[src/sv/sfla_pkg.sv]
// ----------------------------------------------------------------------------
// sfla_pkg
// Shared widths, codes and controller/datapath interface types for the
// slot free list allocator.
// ----------------------------------------------------------------------------
package sfla_pkg;

   localparam int MAX_SLOTS  = 64;
   localparam int ID_W       = 7;
   localparam int COUNT_W    = ID_W;
   localparam int SIZE_W     = 17;
   localparam int OFFSET_W   = 22;
   localparam int ADDR_W     = $clog2(MAX_SLOTS + 1);
   localparam int CSR_ADDR_W = 3;
   localparam int CSR_DATA_W = 32;

   localparam logic [COUNT_W-1:0] COUNT_RESET = COUNT_W'(MAX_SLOTS);
   localparam logic [SIZE_W-1:0]  SIZE_RESET  = SIZE_W'(64);
   localparam logic [SIZE_W-1:0]  SIZE_LIMIT  = SIZE_W'(65536);

   localparam logic REG_SLOT_COUNT = 1'b0;
   localparam logic REG_SLOT_SIZE  = 1'b1;

   typedef enum logic [1:0] {
      OP_ALLOC = 2'd0,
      OP_FREE  = 2'd1,
      OP_QUERY = 2'd2,
      OP_LIST  = 2'd3
   } op_type;

   typedef enum logic [1:0] {
      ST_OK        = 2'd0,
      ST_NO_FREE   = 2'd1,
      ST_INVALID   = 2'd2,
      ST_NOT_ALLOC = 2'd3
   } status_type;

   typedef enum logic [1:0] {
      RD_REQ,
      RD_ZERO,
      RD_DATA,
      RD_NEXT
   } rd_sel_type;

   typedef enum logic [1:0] {
      WR_HEAD_LINK,
      WR_CLEAR,
      WR_FREE_LINK,
      WR_FREE_HEAD
   } wr_sel_type;

   typedef enum logic [1:0] {
      ID_NONE,
      ID_HEAD,
      ID_REQ,
      ID_PEND
   } id_sel_type;

   typedef struct packed {
      logic       start;
      logic       rd_en;
      rd_sel_type rd_sel;
      logic       wr_en;
      wr_sel_type wr_sel;
      logic       pend_load;
      logic       emit;
      status_type emit_status;
      id_sel_type id_sel;
      logic       emit_last;
   } cmd_type;

   typedef struct packed {
      op_type op;
      logic   id_ok;
      logic   rd_zero;
      logic   head_ok;
      logic   list_end;
      logic   pend_valid;
      logic   out_free;
   } sts_type;

endpackage

[src/sv/sfla_ram.sv]
// ----------------------------------------------------------------------------
// sfla_ram
// Generic one write port, one read port RAM with registered read data.
// ----------------------------------------------------------------------------
module sfla_ram #(
   parameter int WIDTH = 8,
   parameter int DEPTH = 16
) (
   input  logic                     clock,
   input  logic                     wr_en,
   input  logic [$clog2(DEPTH)-1:0] wr_addr,
   input  logic [WIDTH-1:0]         wr_data,
   input  logic                     rd_en,
   input  logic [$clog2(DEPTH)-1:0] rd_addr,
   output logic [WIDTH-1:0]         rd_data
);

   logic [WIDTH-1:0] mem_ff [DEPTH];
   logic [WIDTH-1:0] rd_data_ff;

   always_ff @(posedge clock) begin
      if (wr_en) begin
         mem_ff[wr_addr] <= wr_data;
      end
      if (rd_en) begin
         rd_data_ff <= mem_ff[rd_addr];
      end
   end

   assign rd_data = rd_data_ff;

endmodule

[src/sv/sfla_csr.sv]
// ----------------------------------------------------------------------------
// sfla_csr
// Configuration registers: slot count and slot size, with clamping on write.
// ----------------------------------------------------------------------------
module sfla_csr import sfla_pkg::*; (
   input  logic                  clock,
   input  logic                  reset,
   input  logic                  psel,
   input  logic                  penable,
   input  logic                  pwrite,
   input  logic [CSR_ADDR_W-1:0] paddr,
   input  logic [CSR_DATA_W-1:0] pwdata,
   output logic [CSR_DATA_W-1:0] prdata,
   output logic                  pready,
   output logic [COUNT_W-1:0]    slot_count,
   output logic [SIZE_W-1:0]     slot_size,
   output logic                  init
);

   logic [COUNT_W-1:0] count_ff, count_in;
   logic [SIZE_W-1:0]  size_ff, size_in;
   logic               wr_stb;
   logic               reg_idx;
   logic [COUNT_W-1:0] wr_count;
   logic [SIZE_W-1:0]  wr_size;

   assign wr_stb   = psel && penable && pwrite;
   assign reg_idx  = paddr[2];
   assign wr_count = pwdata[COUNT_W-1:0];
   assign wr_size  = pwdata[SIZE_W-1:0];

   always_comb begin
      count_in = count_ff;
      size_in  = size_ff;
      if (wr_stb && reg_idx == REG_SLOT_COUNT) begin
         if (wr_count == '0) begin
            count_in = COUNT_W'(1);
         end else if (wr_count > COUNT_W'(MAX_SLOTS)) begin
            count_in = COUNT_W'(MAX_SLOTS);
         end else begin
            count_in = wr_count;
         end
      end
      if (wr_stb && reg_idx == REG_SLOT_SIZE) begin
         size_in = (wr_size > SIZE_LIMIT) ? SIZE_LIMIT : wr_size;
      end
   end

   always_ff @(posedge clock) begin
      if (reset) begin
         count_ff <= COUNT_RESET;
         size_ff  <= SIZE_RESET;
      end else begin
         count_ff <= count_in;
         size_ff  <= size_in;
      end
   end

   always_comb begin
      case (reg_idx)
         REG_SLOT_COUNT: prdata = CSR_DATA_W'(count_ff);
         REG_SLOT_SIZE:  prdata = CSR_DATA_W'(size_ff);
         default:        prdata = '0;
      endcase
   end

   assign pready     = 1'b1;
   assign slot_count = count_ff;
   assign slot_size  = size_ff;
   assign init       = wr_stb && reg_idx == REG_SLOT_COUNT;

endmodule

[src/sv/sfla_ctrl.sv]
// ----------------------------------------------------------------------------
// sfla_ctrl
// Operation sequencer: steps table reads and writes and result transfers.
// ----------------------------------------------------------------------------
module sfla_ctrl import sfla_pkg::*; (
   input  logic          clock,
   input  logic          reset,
   input  logic          req_valid,
   input  logic [1:0]    req_operation,
   output logic          req_stall,
   input  sts_type       sts,
   output cmd_type       cmd
);

   typedef enum logic [3:0] {
      S_IDLE,
      S_EXEC,
      S_ALLOC2,
      S_ALLOC3,
      S_FREE2,
      S_FREE3,
      S_LIST,
      S_LIST_END
   } state_type;

   state_type state_ff, state_in;

   always_comb begin
      state_in        = state_ff;
      req_stall       = 1'b1;
      cmd.start       = 1'b0;
      cmd.rd_en       = 1'b0;
      cmd.rd_sel      = RD_REQ;
      cmd.wr_en       = 1'b0;
      cmd.wr_sel      = WR_HEAD_LINK;
      cmd.pend_load   = 1'b0;
      cmd.emit        = 1'b0;
      cmd.emit_status = ST_OK;
      cmd.id_sel      = ID_NONE;
      cmd.emit_last   = 1'b1;
      case (state_ff)
         S_IDLE: begin
            req_stall = 1'b0;
            if (req_valid) begin
               cmd.start = 1'b1;
               cmd.rd_en = 1'b1;
               state_in  = (op_type'(req_operation) == OP_LIST) ? S_LIST : S_EXEC;
            end
         end
         S_EXEC: begin
            case (sts.op)
               OP_ALLOC: begin
                  if (sts.head_ok) begin
                     cmd.rd_en  = 1'b1;
                     cmd.rd_sel = RD_DATA;
                     state_in   = S_ALLOC2;
                  end else if (sts.out_free) begin
                     cmd.emit        = 1'b1;
                     cmd.emit_status = ST_NO_FREE;
                     state_in        = S_IDLE;
                  end
               end
               OP_FREE: begin
                  if (sts.id_ok && sts.rd_zero) begin
                     cmd.rd_en  = 1'b1;
                     cmd.rd_sel = RD_ZERO;
                     state_in   = S_FREE2;
                  end else if (sts.out_free) begin
                     cmd.emit        = 1'b1;
                     cmd.emit_status = sts.id_ok ? ST_OK : ST_INVALID;
                     state_in        = S_IDLE;
                  end
               end
               OP_QUERY: begin
                  if (sts.out_free) begin
                     cmd.emit = 1'b1;
                     state_in = S_IDLE;
                     if (!sts.id_ok) begin
                        cmd.emit_status = ST_INVALID;
                     end else if (!sts.rd_zero) begin
                        cmd.emit_status = ST_NOT_ALLOC;
                     end else begin
                        cmd.id_sel = ID_REQ;
                     end
                  end
               end
               default: begin
                  state_in = S_LIST;
               end
            endcase
         end
         S_ALLOC2: begin
            cmd.wr_en  = 1'b1;
            cmd.wr_sel = WR_HEAD_LINK;
            state_in   = S_ALLOC3;
         end
         S_ALLOC3: begin
            if (sts.out_free) begin
               cmd.wr_en  = 1'b1;
               cmd.wr_sel = WR_CLEAR;
               cmd.emit   = 1'b1;
               cmd.id_sel = ID_HEAD;
               state_in   = S_IDLE;
            end
         end
         S_FREE2: begin
            cmd.wr_en  = 1'b1;
            cmd.wr_sel = WR_FREE_LINK;
            state_in   = S_FREE3;
         end
         S_FREE3: begin
            if (sts.out_free) begin
               cmd.wr_en  = 1'b1;
               cmd.wr_sel = WR_FREE_HEAD;
               cmd.emit   = 1'b1;
               state_in   = S_IDLE;
            end
         end
         S_LIST: begin
            // one used id is held back so the final one can carry last
            if (!(sts.rd_zero && sts.pend_valid && !sts.out_free)) begin
               cmd.pend_load = sts.rd_zero;
               cmd.emit      = sts.rd_zero && sts.pend_valid;
               cmd.id_sel    = ID_PEND;
               cmd.emit_last = 1'b0;
               if (sts.list_end) begin
                  state_in = S_LIST_END;
               end else begin
                  cmd.rd_en  = 1'b1;
                  cmd.rd_sel = RD_NEXT;
               end
            end
         end
         S_LIST_END: begin
            if (sts.out_free) begin
               cmd.emit   = 1'b1;
               cmd.id_sel = sts.pend_valid ? ID_PEND : ID_NONE;
               state_in   = S_IDLE;
            end
         end
         default: begin
            state_in = S_IDLE;
         end
      endcase
   end

   always_ff @(posedge clock) begin
      if (reset) begin
         state_ff <= S_IDLE;
      end else begin
         state_ff <= state_in;
      end
   end

endmodule

[src/sv/sfla_dp.sv]
// ----------------------------------------------------------------------------
// sfla_dp
// Datapath: link table with per-entry valid bits, item registers, list
// walk counter, offset multiplier and the result register.
// ----------------------------------------------------------------------------
module sfla_dp import sfla_pkg::*; (
   input  logic                clock,
   input  logic                reset,
   input  logic [1:0]          req_operation,
   input  logic [ID_W-1:0]     req_slot_id,
   input  logic [COUNT_W-1:0]  slot_count,
   input  logic [SIZE_W-1:0]   slot_size,
   input  logic                init,
   input  cmd_type             cmd,
   output sts_type             sts,
   input  logic                rsp_stall,
   output logic                rsp_valid,
   output logic [1:0]          rsp_status,
   output logic [ID_W-1:0]     rsp_result_id,
   output logic [OFFSET_W-1:0] rsp_offset,
   output logic                rsp_valid_res,
   output logic                rsp_last
);

   localparam int PROD_W = SIZE_W + ID_W;

   logic [MAX_SLOTS:0]  vld_ff;
   logic                vld_q_ff;
   logic [ADDR_W-1:0]   addr_q_ff;
   op_type              op_ff;
   logic [ID_W-1:0]     id_ff;
   logic [ID_W-1:0]     head_ff;
   logic [ADDR_W-1:0]   idx_ff;
   logic                pend_valid_ff;
   logic [ADDR_W-1:0]   pend_id_ff;

   logic                rsp_valid_ff;
   logic [1:0]          status_ff;
   logic [ID_W-1:0]     result_id_ff;
   logic [OFFSET_W-1:0] offset_ff;
   logic                valid_res_ff;
   logic                last_ff;

   logic [ADDR_W-1:0]   rd_addr;
   logic [ID_W-1:0]     ram_rd_data;
   logic [ID_W-1:0]     rdv;
   logic [ADDR_W-1:0]   wr_addr;
   logic [ID_W-1:0]     wr_data;
   logic                req_in_range;
   logic                out_free;
   logic [ID_W-1:0]     sel_id;
   logic [ID_W-1:0]     sel_id_m1;
   logic [PROD_W-1:0]   prod;

   // entries never written since init read as their reset link
   assign rdv = vld_q_ff ? ram_rd_data : ID_W'(addr_q_ff) + ID_W'(1);

   assign req_in_range = (req_slot_id != '0) && (req_slot_id <= ID_W'(slot_count));

   always_comb begin
      case (cmd.rd_sel)
         RD_REQ: begin
            // allocate reads the head entry, list starts at slot one
            if (op_type'(req_operation) == OP_LIST) begin
               rd_addr = ADDR_W'(1);
            end else if (op_type'(req_operation) != OP_ALLOC && req_in_range) begin
               rd_addr = req_slot_id[ADDR_W-1:0];
            end else begin
               rd_addr = '0;
            end
         end
         RD_ZERO: rd_addr = '0;
         RD_DATA: rd_addr = rdv[ADDR_W-1:0];
         RD_NEXT: rd_addr = idx_ff + ADDR_W'(1);
         default: rd_addr = '0;
      endcase
   end

   always_comb begin
      case (cmd.wr_sel)
         WR_HEAD_LINK: begin
            wr_addr = '0;
            wr_data = rdv;
         end
         WR_CLEAR: begin
            wr_addr = head_ff[ADDR_W-1:0];
            wr_data = '0;
         end
         WR_FREE_LINK: begin
            wr_addr = id_ff[ADDR_W-1:0];
            wr_data = rdv;
         end
         WR_FREE_HEAD: begin
            wr_addr = '0;
            wr_data = id_ff;
         end
         default: begin
            wr_addr = '0;
            wr_data = '0;
         end
      endcase
   end

   sfla_ram #(
      .WIDTH (ID_W),
      .DEPTH (MAX_SLOTS + 1)
   ) u_link_ram (
      .clock   (clock),
      .wr_en   (cmd.wr_en),
      .wr_addr (wr_addr),
      .wr_data (wr_data),
      .rd_en   (cmd.rd_en),
      .rd_addr (rd_addr),
      .rd_data (ram_rd_data)
   );

   always_ff @(posedge clock) begin
      if (reset || init) begin
         vld_ff <= '0;
      end else if (cmd.wr_en) begin
         vld_ff[wr_addr] <= 1'b1;
      end
   end

   always_ff @(posedge clock) begin
      if (reset) begin
         pend_valid_ff <= 1'b0;
      end else if (cmd.start) begin
         pend_valid_ff <= 1'b0;
      end else if (cmd.pend_load) begin
         pend_valid_ff <= 1'b1;
      end
   end

   always_ff @(posedge clock) begin
      if (cmd.rd_en) begin
         vld_q_ff  <= vld_ff[rd_addr];
         addr_q_ff <= rd_addr;
      end
      if (cmd.rd_en && cmd.rd_sel == RD_DATA) begin
         head_ff <= rdv;
      end
      if (cmd.start) begin
         op_ff  <= op_type'(req_operation);
         id_ff  <= req_slot_id;
         idx_ff <= ADDR_W'(1);
      end else if (cmd.rd_en && cmd.rd_sel == RD_NEXT) begin
         idx_ff <= idx_ff + ADDR_W'(1);
      end
      if (cmd.pend_load) begin
         pend_id_ff <= idx_ff;
      end
   end

   assign out_free = !rsp_valid_ff || !rsp_stall;

   always_comb begin
      case (cmd.id_sel)
         ID_HEAD: sel_id = head_ff;
         ID_REQ:  sel_id = id_ff;
         ID_PEND: sel_id = ID_W'(pend_id_ff);
         default: sel_id = '0;
      endcase
   end

   assign sel_id_m1 = sel_id - ID_W'(1);
   assign prod      = PROD_W'(slot_size) * PROD_W'(sel_id_m1);

   always_ff @(posedge clock) begin
      if (reset) begin
         rsp_valid_ff <= 1'b0;
      end else if (cmd.emit) begin
         rsp_valid_ff <= 1'b1;
      end else if (!rsp_stall) begin
         rsp_valid_ff <= 1'b0;
      end
   end

   always_ff @(posedge clock) begin
      if (cmd.emit) begin
         status_ff    <= cmd.emit_status;
         result_id_ff <= sel_id;
         offset_ff    <= (cmd.id_sel == ID_NONE) ? '0 : prod[OFFSET_W-1:0];
         valid_res_ff <= cmd.id_sel != ID_NONE;
         last_ff      <= cmd.emit_last;
      end
   end

   assign sts.op         = op_ff;
   assign sts.id_ok      = (id_ff != '0) && (id_ff <= ID_W'(slot_count));
   assign sts.rd_zero    = rdv == '0;
   assign sts.head_ok    = (rdv != '0) && (rdv <= ID_W'(slot_count));
   assign sts.list_end   = ID_W'(idx_ff) == ID_W'(slot_count);
   assign sts.pend_valid = pend_valid_ff;
   assign sts.out_free   = out_free;

   assign rsp_valid     = rsp_valid_ff;
   assign rsp_status    = status_ff;
   assign rsp_result_id = result_id_ff;
   assign rsp_offset    = offset_ff;
   assign rsp_valid_res = valid_res_ff;
   assign rsp_last      = last_ff;

   a_emit_free: assert property (@(posedge clock) disable iff (reset)
      cmd.emit |-> out_free)
      else $error("result loaded while output register is occupied");

   a_no_slot_zero: assert property (@(posedge clock) disable iff (reset)
      (rsp_valid && !rsp_valid_res) |-> (rsp_result_id == '0 && rsp_offset == '0))
      else $error("result without slot carries nonzero id or offset");

   a_wr_range: assert property (@(posedge clock) disable iff (reset)
      cmd.wr_en |-> (int'(wr_addr) <= MAX_SLOTS))
      else $error("link table write outside the pool");

   a_init_clear: assert property (@(posedge clock) disable iff (reset)
      init |=> (vld_ff == '0))
      else $error("valid bits not cleared on re-initialization");

endmodule

[src/sv/slot_free_list_allocator.sv]
// ----------------------------------------------------------------------------
// slot_free_list_allocator
// Free list allocator over a numbered slot pool with a link table; allocate,
// free, query and list of used slots, with byte offsets per slot.
//
//   channel   direction  handshake                 payload
//   req       in         req_valid / req_stall     operation, slot_id
//   rsp       out        rsp_valid / rsp_stall     status, result_id, offset,
//                                                  valid_res, last
//   csr       in/out     psel, penable, pready     slot_count, slot_size
//
// One item at a time, paced by the single link table read port; a list reads
// every slot up to slot_count, and waits out output stalls.
// Reset and a slot_count write mark every table entry unwritten at once; no
// clearing pass. A new item is taken while the last result waits in the
// output register; rsp_stall holds the sequencer only when it must transfer.
// ----------------------------------------------------------------------------
module slot_free_list_allocator import sfla_pkg::*; (
   input  logic                  clock,
   input  logic                  reset,
   input  logic                  req_valid,
   output logic                  req_stall,
   input  logic [1:0]            req_operation,
   input  logic [ID_W-1:0]       req_slot_id,
   output logic                  rsp_valid,
   input  logic                  rsp_stall,
   output logic [1:0]            rsp_status,
   output logic [ID_W-1:0]       rsp_result_id,
   output logic [OFFSET_W-1:0]   rsp_offset,
   output logic                  rsp_valid_res,
   output logic                  rsp_last,
   input  logic                  csr_psel,
   input  logic                  csr_penable,
   input  logic                  csr_pwrite,
   input  logic [CSR_ADDR_W-1:0] csr_paddr,
   input  logic [CSR_DATA_W-1:0] csr_pwdata,
   output logic [CSR_DATA_W-1:0] csr_prdata,
   output logic                  csr_pready
);

   logic [COUNT_W-1:0] slot_count;
   logic [SIZE_W-1:0]  slot_size;
   logic               init;
   cmd_type            cmd;
   sts_type            sts;

   sfla_csr u_csr (
      .clock      (clock),
      .reset      (reset),
      .psel       (csr_psel),
      .penable    (csr_penable),
      .pwrite     (csr_pwrite),
      .paddr      (csr_paddr),
      .pwdata     (csr_pwdata),
      .prdata     (csr_prdata),
      .pready     (csr_pready),
      .slot_count (slot_count),
      .slot_size  (slot_size),
      .init       (init)
   );

   sfla_ctrl u_ctrl (
      .clock         (clock),
      .reset         (reset),
      .req_valid     (req_valid),
      .req_operation (req_operation),
      .req_stall     (req_stall),
      .sts           (sts),
      .cmd           (cmd)
   );

   sfla_dp u_dp (
      .clock         (clock),
      .reset         (reset),
      .req_operation (req_operation),
      .req_slot_id   (req_slot_id),
      .slot_count    (slot_count),
      .slot_size     (slot_size),
      .init          (init),
      .cmd           (cmd),
      .sts           (sts),
      .rsp_stall     (rsp_stall),
      .rsp_valid     (rsp_valid),
      .rsp_status    (rsp_status),
      .rsp_result_id (rsp_result_id),
      .rsp_offset    (rsp_offset),
      .rsp_valid_res (rsp_valid_res),
      .rsp_last      (rsp_last)
   );

endmodule
[config.mk]
export PLATFORM = sky130hd
export DESIGN_NAME = slot_free_list_allocator
export DESIGN_NICKNAME = d
export VERILOG_FILES = /design/src/sv/sfla_pkg.sv /design/src/sv/sfla_ram.sv /design/src/sv/sfla_csr.sv /design/src/sv/sfla_ctrl.sv /design/src/sv/sfla_dp.sv /design/src/sv/slot_free_list_allocator.sv
export SDC_FILE = /design/constraint.sdc
export NUM_CORES = 1
export LEC_CHECK = 0
export BUFFER_PORTS_ARGS = -buffer_cell sky130_fd_sc_hd__buf_2
export CAP_MARGIN = 20
export CORE_AREA = 2 2 262 264
export DETAILED_ROUTE_END_ITERATION = 8
export DIE_AREA = 0 0 264 266
export PLACE_DENSITY = 0.6
export SYNTH_ARGS = -nofsm -noshare
export SYNTH_HDL_FRONTEND = slang
export SYNTH_SLANG_ARGS = --single-unit
[constraint.sdc]
create_clock -name clock -period 11.8 [get_ports clock]
set_input_delay 0.59 -clock clock [delete_from_list [all_inputs] [get_ports clock]]
set_output_delay 0.59 -clock clock [all_outputs]
set_load 0.02 [all_outputs]
==> flow_metrics.tcl <==
set metrics [dict create \
    postCtsResizedCells 0 \
    drt_iter0_drc 2019 \
    peakVddDrop_v 0.0001151 \
    r2r_end "u_dp.rsp_offset[21]$_SDFFCE_PN0P_" \
    dp.cells 3498 \
    tightest_slew_ps 1100 \
    num_rows 96 \
    min_to "u_dp.op_ff[1]$_DFFE_PP_" \
    antenna_cells 0 \
    synth_cell_types 92 \
    critical_path_arrival_ps 10550 \
    postCtsSetupRepairBufs 0 \
    end_kind "flip-flop" \
    synth_edf_count 526 \
    period_share 0.8639 \
    wl_per_cell_um 22.92 \
    min_from "req_operation[1]" \
    critPathMaxStageDelay_ps 830 \
    synth_compound_area_frac 0.09497 \
    clock-sinks 628 \
    hold_viol_final 0 \
    synth.most_common_cell "edfxtp_1" \
    root_buffer "clkbuf_16" \
    grt.total_usage 0.2357 \
    max_clock_freq_mhz 98.10 \
    initial_utilization 0.4453 \
    p_leak_nw 12.56 \
    synthXorXnorAreaFrac 0.01273 \
    crit_buf_inv 3 \
    final_antenna_net_count 0 \
    synthAdderAreaFrac 0.07291 \
    grt_max_degree 130 \
    syn_area_sq_um 30170 \
    clockBufferDepth 3 \
    fin_crit_ps 10190 \
    ys_top_cells_by_count "edfxtp_1 (526), nand2_1 (506), nor2_1 (168)" \
    crit_family "compound AO/OA/AOI/OAI gates" \
    drc 0 \
    core_area_sq_um 67750 \
    setup_tns_ps 0 \
    grt-ovfl-total 0 \
    synth_warnings 0 \
    grt_pass1_vias 20320 \
    dieArea_sq_um 70220 \
    crit_top_cell "fa_1" \
    synthArstFlopShare 0 \
    r2r_cells 32 \
    slowest_stage "a221oi_4" \
    r2r-start "u_dp.vld_q_ff$_DFFE_PP_" \
    hp-class "input pin to flip-flop" \
    ys_seq_area_frac 0.5912 \
    max_slew_margin 0.2612 \
    r2r_slack_ps 1610 \
    place_congestion 0.9085 \
    vias_per_cell 5.754 \
    numCtsBuffers 70 \
    path_clk_slew_ps 60 \
    vias 20880 \
    finalSetupViolCount 0 \
    postSynthAreaPerCell_sq_um 11.53 \
    yosys.area_share.simple 0.1677 \
    synth_top_family_by_area "simple AND/OR/NAND/NOR gates" \
    status "finished clean" \
    htree_levels 3 \
    die_w_um 264 \
    worstSkewPairLatency_ps 620 \
    syn2layout_area_growth_pct 11.68 \
    layout.nets 2872 \
    rsz0062_at_grt "no" \
    drv_cap 0 \
    routed_wl_um 83140 \
    critPathLaunch "u_dp.vld_q_ff$_DFFE_PP_" \
    hpwlAfterDp_um 53630 \
    cts_tree "yes" \
    critPathMaxFanout 19 \
    p_per_area_nw_per_um2 153.9 \
    ys_seq_elements 628 \
    antenna_found_initial 0 \
    drtPass1Iterations 5 \
    critPathLaunchType "flip-flop" \
    cts-hold-fix-buffers 0 \
    die_h_um 266 \
    final.fill_count 6055 \
    synth_top_area_frac 0.5235 \
    port_buffers 85 \
    syn_inst 2616 \
    grt_pass1_wl_um 125100 \
    min_delay_path_depth 1 \
    drive_above_1_share 0.1005 \
    synthTopCellsByArea "edfxtp_1 (52%), dfxtp_1 (6.8%), nand2_1 (6.3%), fa_1 (4.8%), ha_1 (2.4%)" \
    worstSetupPathType "flip-flop to flip-flop" \
    fin_cells 3628 \
    final-max-slew-violation-count 0 \
    cp.required_ps 12160 \
    synthFlopType "edfxtp_1" \
    synth_area_leader_cell "edfxtp_1" \
    ios 119 \
    synth.area.mux_share 0.02256 \
    fin_skew_ps 14.29 \
]
[cell families (layout without fill, tap and decap cells)]
kind of cell | Yosys count | after routing
AOI/OAI and AO/OA | 402 | 402
adders and majority gates | 132 | 132
other | 2 | 17
muxes | 67 | 67
xor gates and xnor gates | 43 | 43
DFF | 628 | 628
and+or+nand+nor | 1095 | 1095
buffers and inverters | 247 | 362
[flip-flops by register name, summed over array words and instances, names as in the netlist]
signal,flops
u_dp.rsp_status,2
u_dp.rsp_last,1
u_dp.rsp_valid_res,1
u_dp.head_ff,7
u_dp.vld_ff,65
u_dp.rsp_valid,1
u_dp.addr_q_ff,7
u_dp.rsp_offset,22
u_dp.pend_id_ff,7
u_dp.idx_ff,7
u_dp.pend_valid_ff,1
u_csr.slot_count,7
u_dp.vld_q_ff,1
u_csr.slot_size,17
u_dp.op_ff,2
u_dp.u_link_ram.mem_ff,455
u_dp.u_link_ram.rd_data,7
u_ctrl.state_ff,4
u_dp.rsp_result_id,7
u_dp.id_ff,7
[final cells by class]
cell class / count / area [sq um] / area share
Sequential cell: 628 / 17840 / 0.5294
Clock inverter: 31 / 269.0 / 0.007984
Inverter: 111 / 421.7 / 0.01251
Timing Repair Buffer: 122 / 728.2 / 0.02161
Clock buffer: 98 / 1961 / 0.05819
Multi-Input combinational cell: 1756 / 11370 / 0.3376
Tap cell: 882 / 1104 / 0.03275
[worst max path at each step]
stage | end | slack, ps | cells past startpoint
after CTS | u_dp.rsp_offset[21]$_SDFFCE_PN0P_ | 1400 | 31
after global placement | u_dp.rsp_offset[21]$_SDFFCE_PN0P_ | 1540 | 31
final | u_dp.rsp_offset[21]$_SDFFCE_PN0P_ | 1610 | 32
after detailed placement | u_dp.rsp_offset[21]$_SDFFCE_PN0P_ | 1400 | 31
after global routing | u_dp.rsp_offset[21]$_SDFFCE_PN0P_ | 1060 | 32
after floorplan | u_dp.rsp_offset[21]$_SDFFCE_PN0P_ | 2950 | 35
[layer usage]
| layer | global-route usage | routed length (um) | vias to the layer above |
|---|---|---|---|
| li1 | - | - | 9486 |
| met1 | 0.3134 | 34380 | 10330 |
| met2 | 0.3834 | 39050 | 861 |
| met3 | 0.04288 | 6326 | 195 |
| met4 | 0.09536 | 3385 | 0 |
| met5 | 0 | 0 | - |
[power by group]
part | total, W | internal, W | switching, W
Sequential | 0.00248 | 0.00247 | 0.0000142
Clock | 0.00212 | 0.00122 | 0.000901
Combinational | 0.000588 | 0.000166 | 0.000422
[through the flow]
step / power [W] / utilization / cell area, sq um / setup WS, ps / hold slack (ps)
6_report: 0.005187 / 0.4974 / 33690 / 1606 / 207.8
5_1_grt: 0.005349 / 0.4974 / 33690 / 1061 / 180.0
4_1_cts: 0.005213 / 0.4972 / 33690 / 1395 / 178.9
3_5_place_dp: 0.003106 / 0.4643 / 31460 / 1403 / 448.2
3_3_place_gp: 0.003096 / 0.4643 / 31460 / 1544 / 437.7
2_1_floorplan: 0.002905 / - / 30230 / 2949 / 406.4
[cell usage in the layout (no fill, tap or decap), types with 7 or more instances in the layout]
| cell type | synthesis | final |
|---|---|---|
| o21ai_0 | 41 | 36 |
| edfxtp_1 | 526 | 526 |
| clkbuf_16 | 0 | 73 |
| nor3_1 | 22 | 18 |
| xnor2_1 | 27 | 27 |
| clkinv_1 | 1 | 10 |
| a31oi_1 | 49 | 49 |
| dfxtp_1 | 102 | 102 |
| buf_2 | 42 | 85 |
| a32oi_1 | 10 | 10 |
| conb_1 | 2 | 17 |
| fa_1 | 73 | 73 |
| a22oi_1 | 16 | 16 |
| nor2b_1 | 19 | 19 |
| inv_1 | 105 | 105 |
| a211oi_1 | 12 | 12 |
| or3_1 | 7 | 7 |
| xor2_1 | 15 | 15 |
| a21o_1 | 18 | 18 |
| a311oi_1 | 15 | 15 |
| nor2_1 | 168 | 166 |
| and2_1 | 104 | 104 |
| clkbuf_1 | 55 | 21 |
| and3_1 | 44 | 44 |
| nand2_1 | 506 | 506 |
| nand4_1 | 20 | 20 |
| ha_1 | 59 | 59 |
| nand2b_1 | 10 | 10 |
| a32o_1 | 9 | 9 |
| nand3_1 | 142 | 142 |
| o21a_1 | 70 | 69 |
| nand3b_1 | 7 | 7 |
| o211ai_1 | 9 | 9 |
| clkinv_2 | 0 | 13 |
| mux2i_1 | 62 | 62 |
| buf_4 | 30 | 35 |
| a21oi_1 | 80 | 80 |
| nor3b_1 | 9 | 9 |
Power figures use the tool's default switching activity.
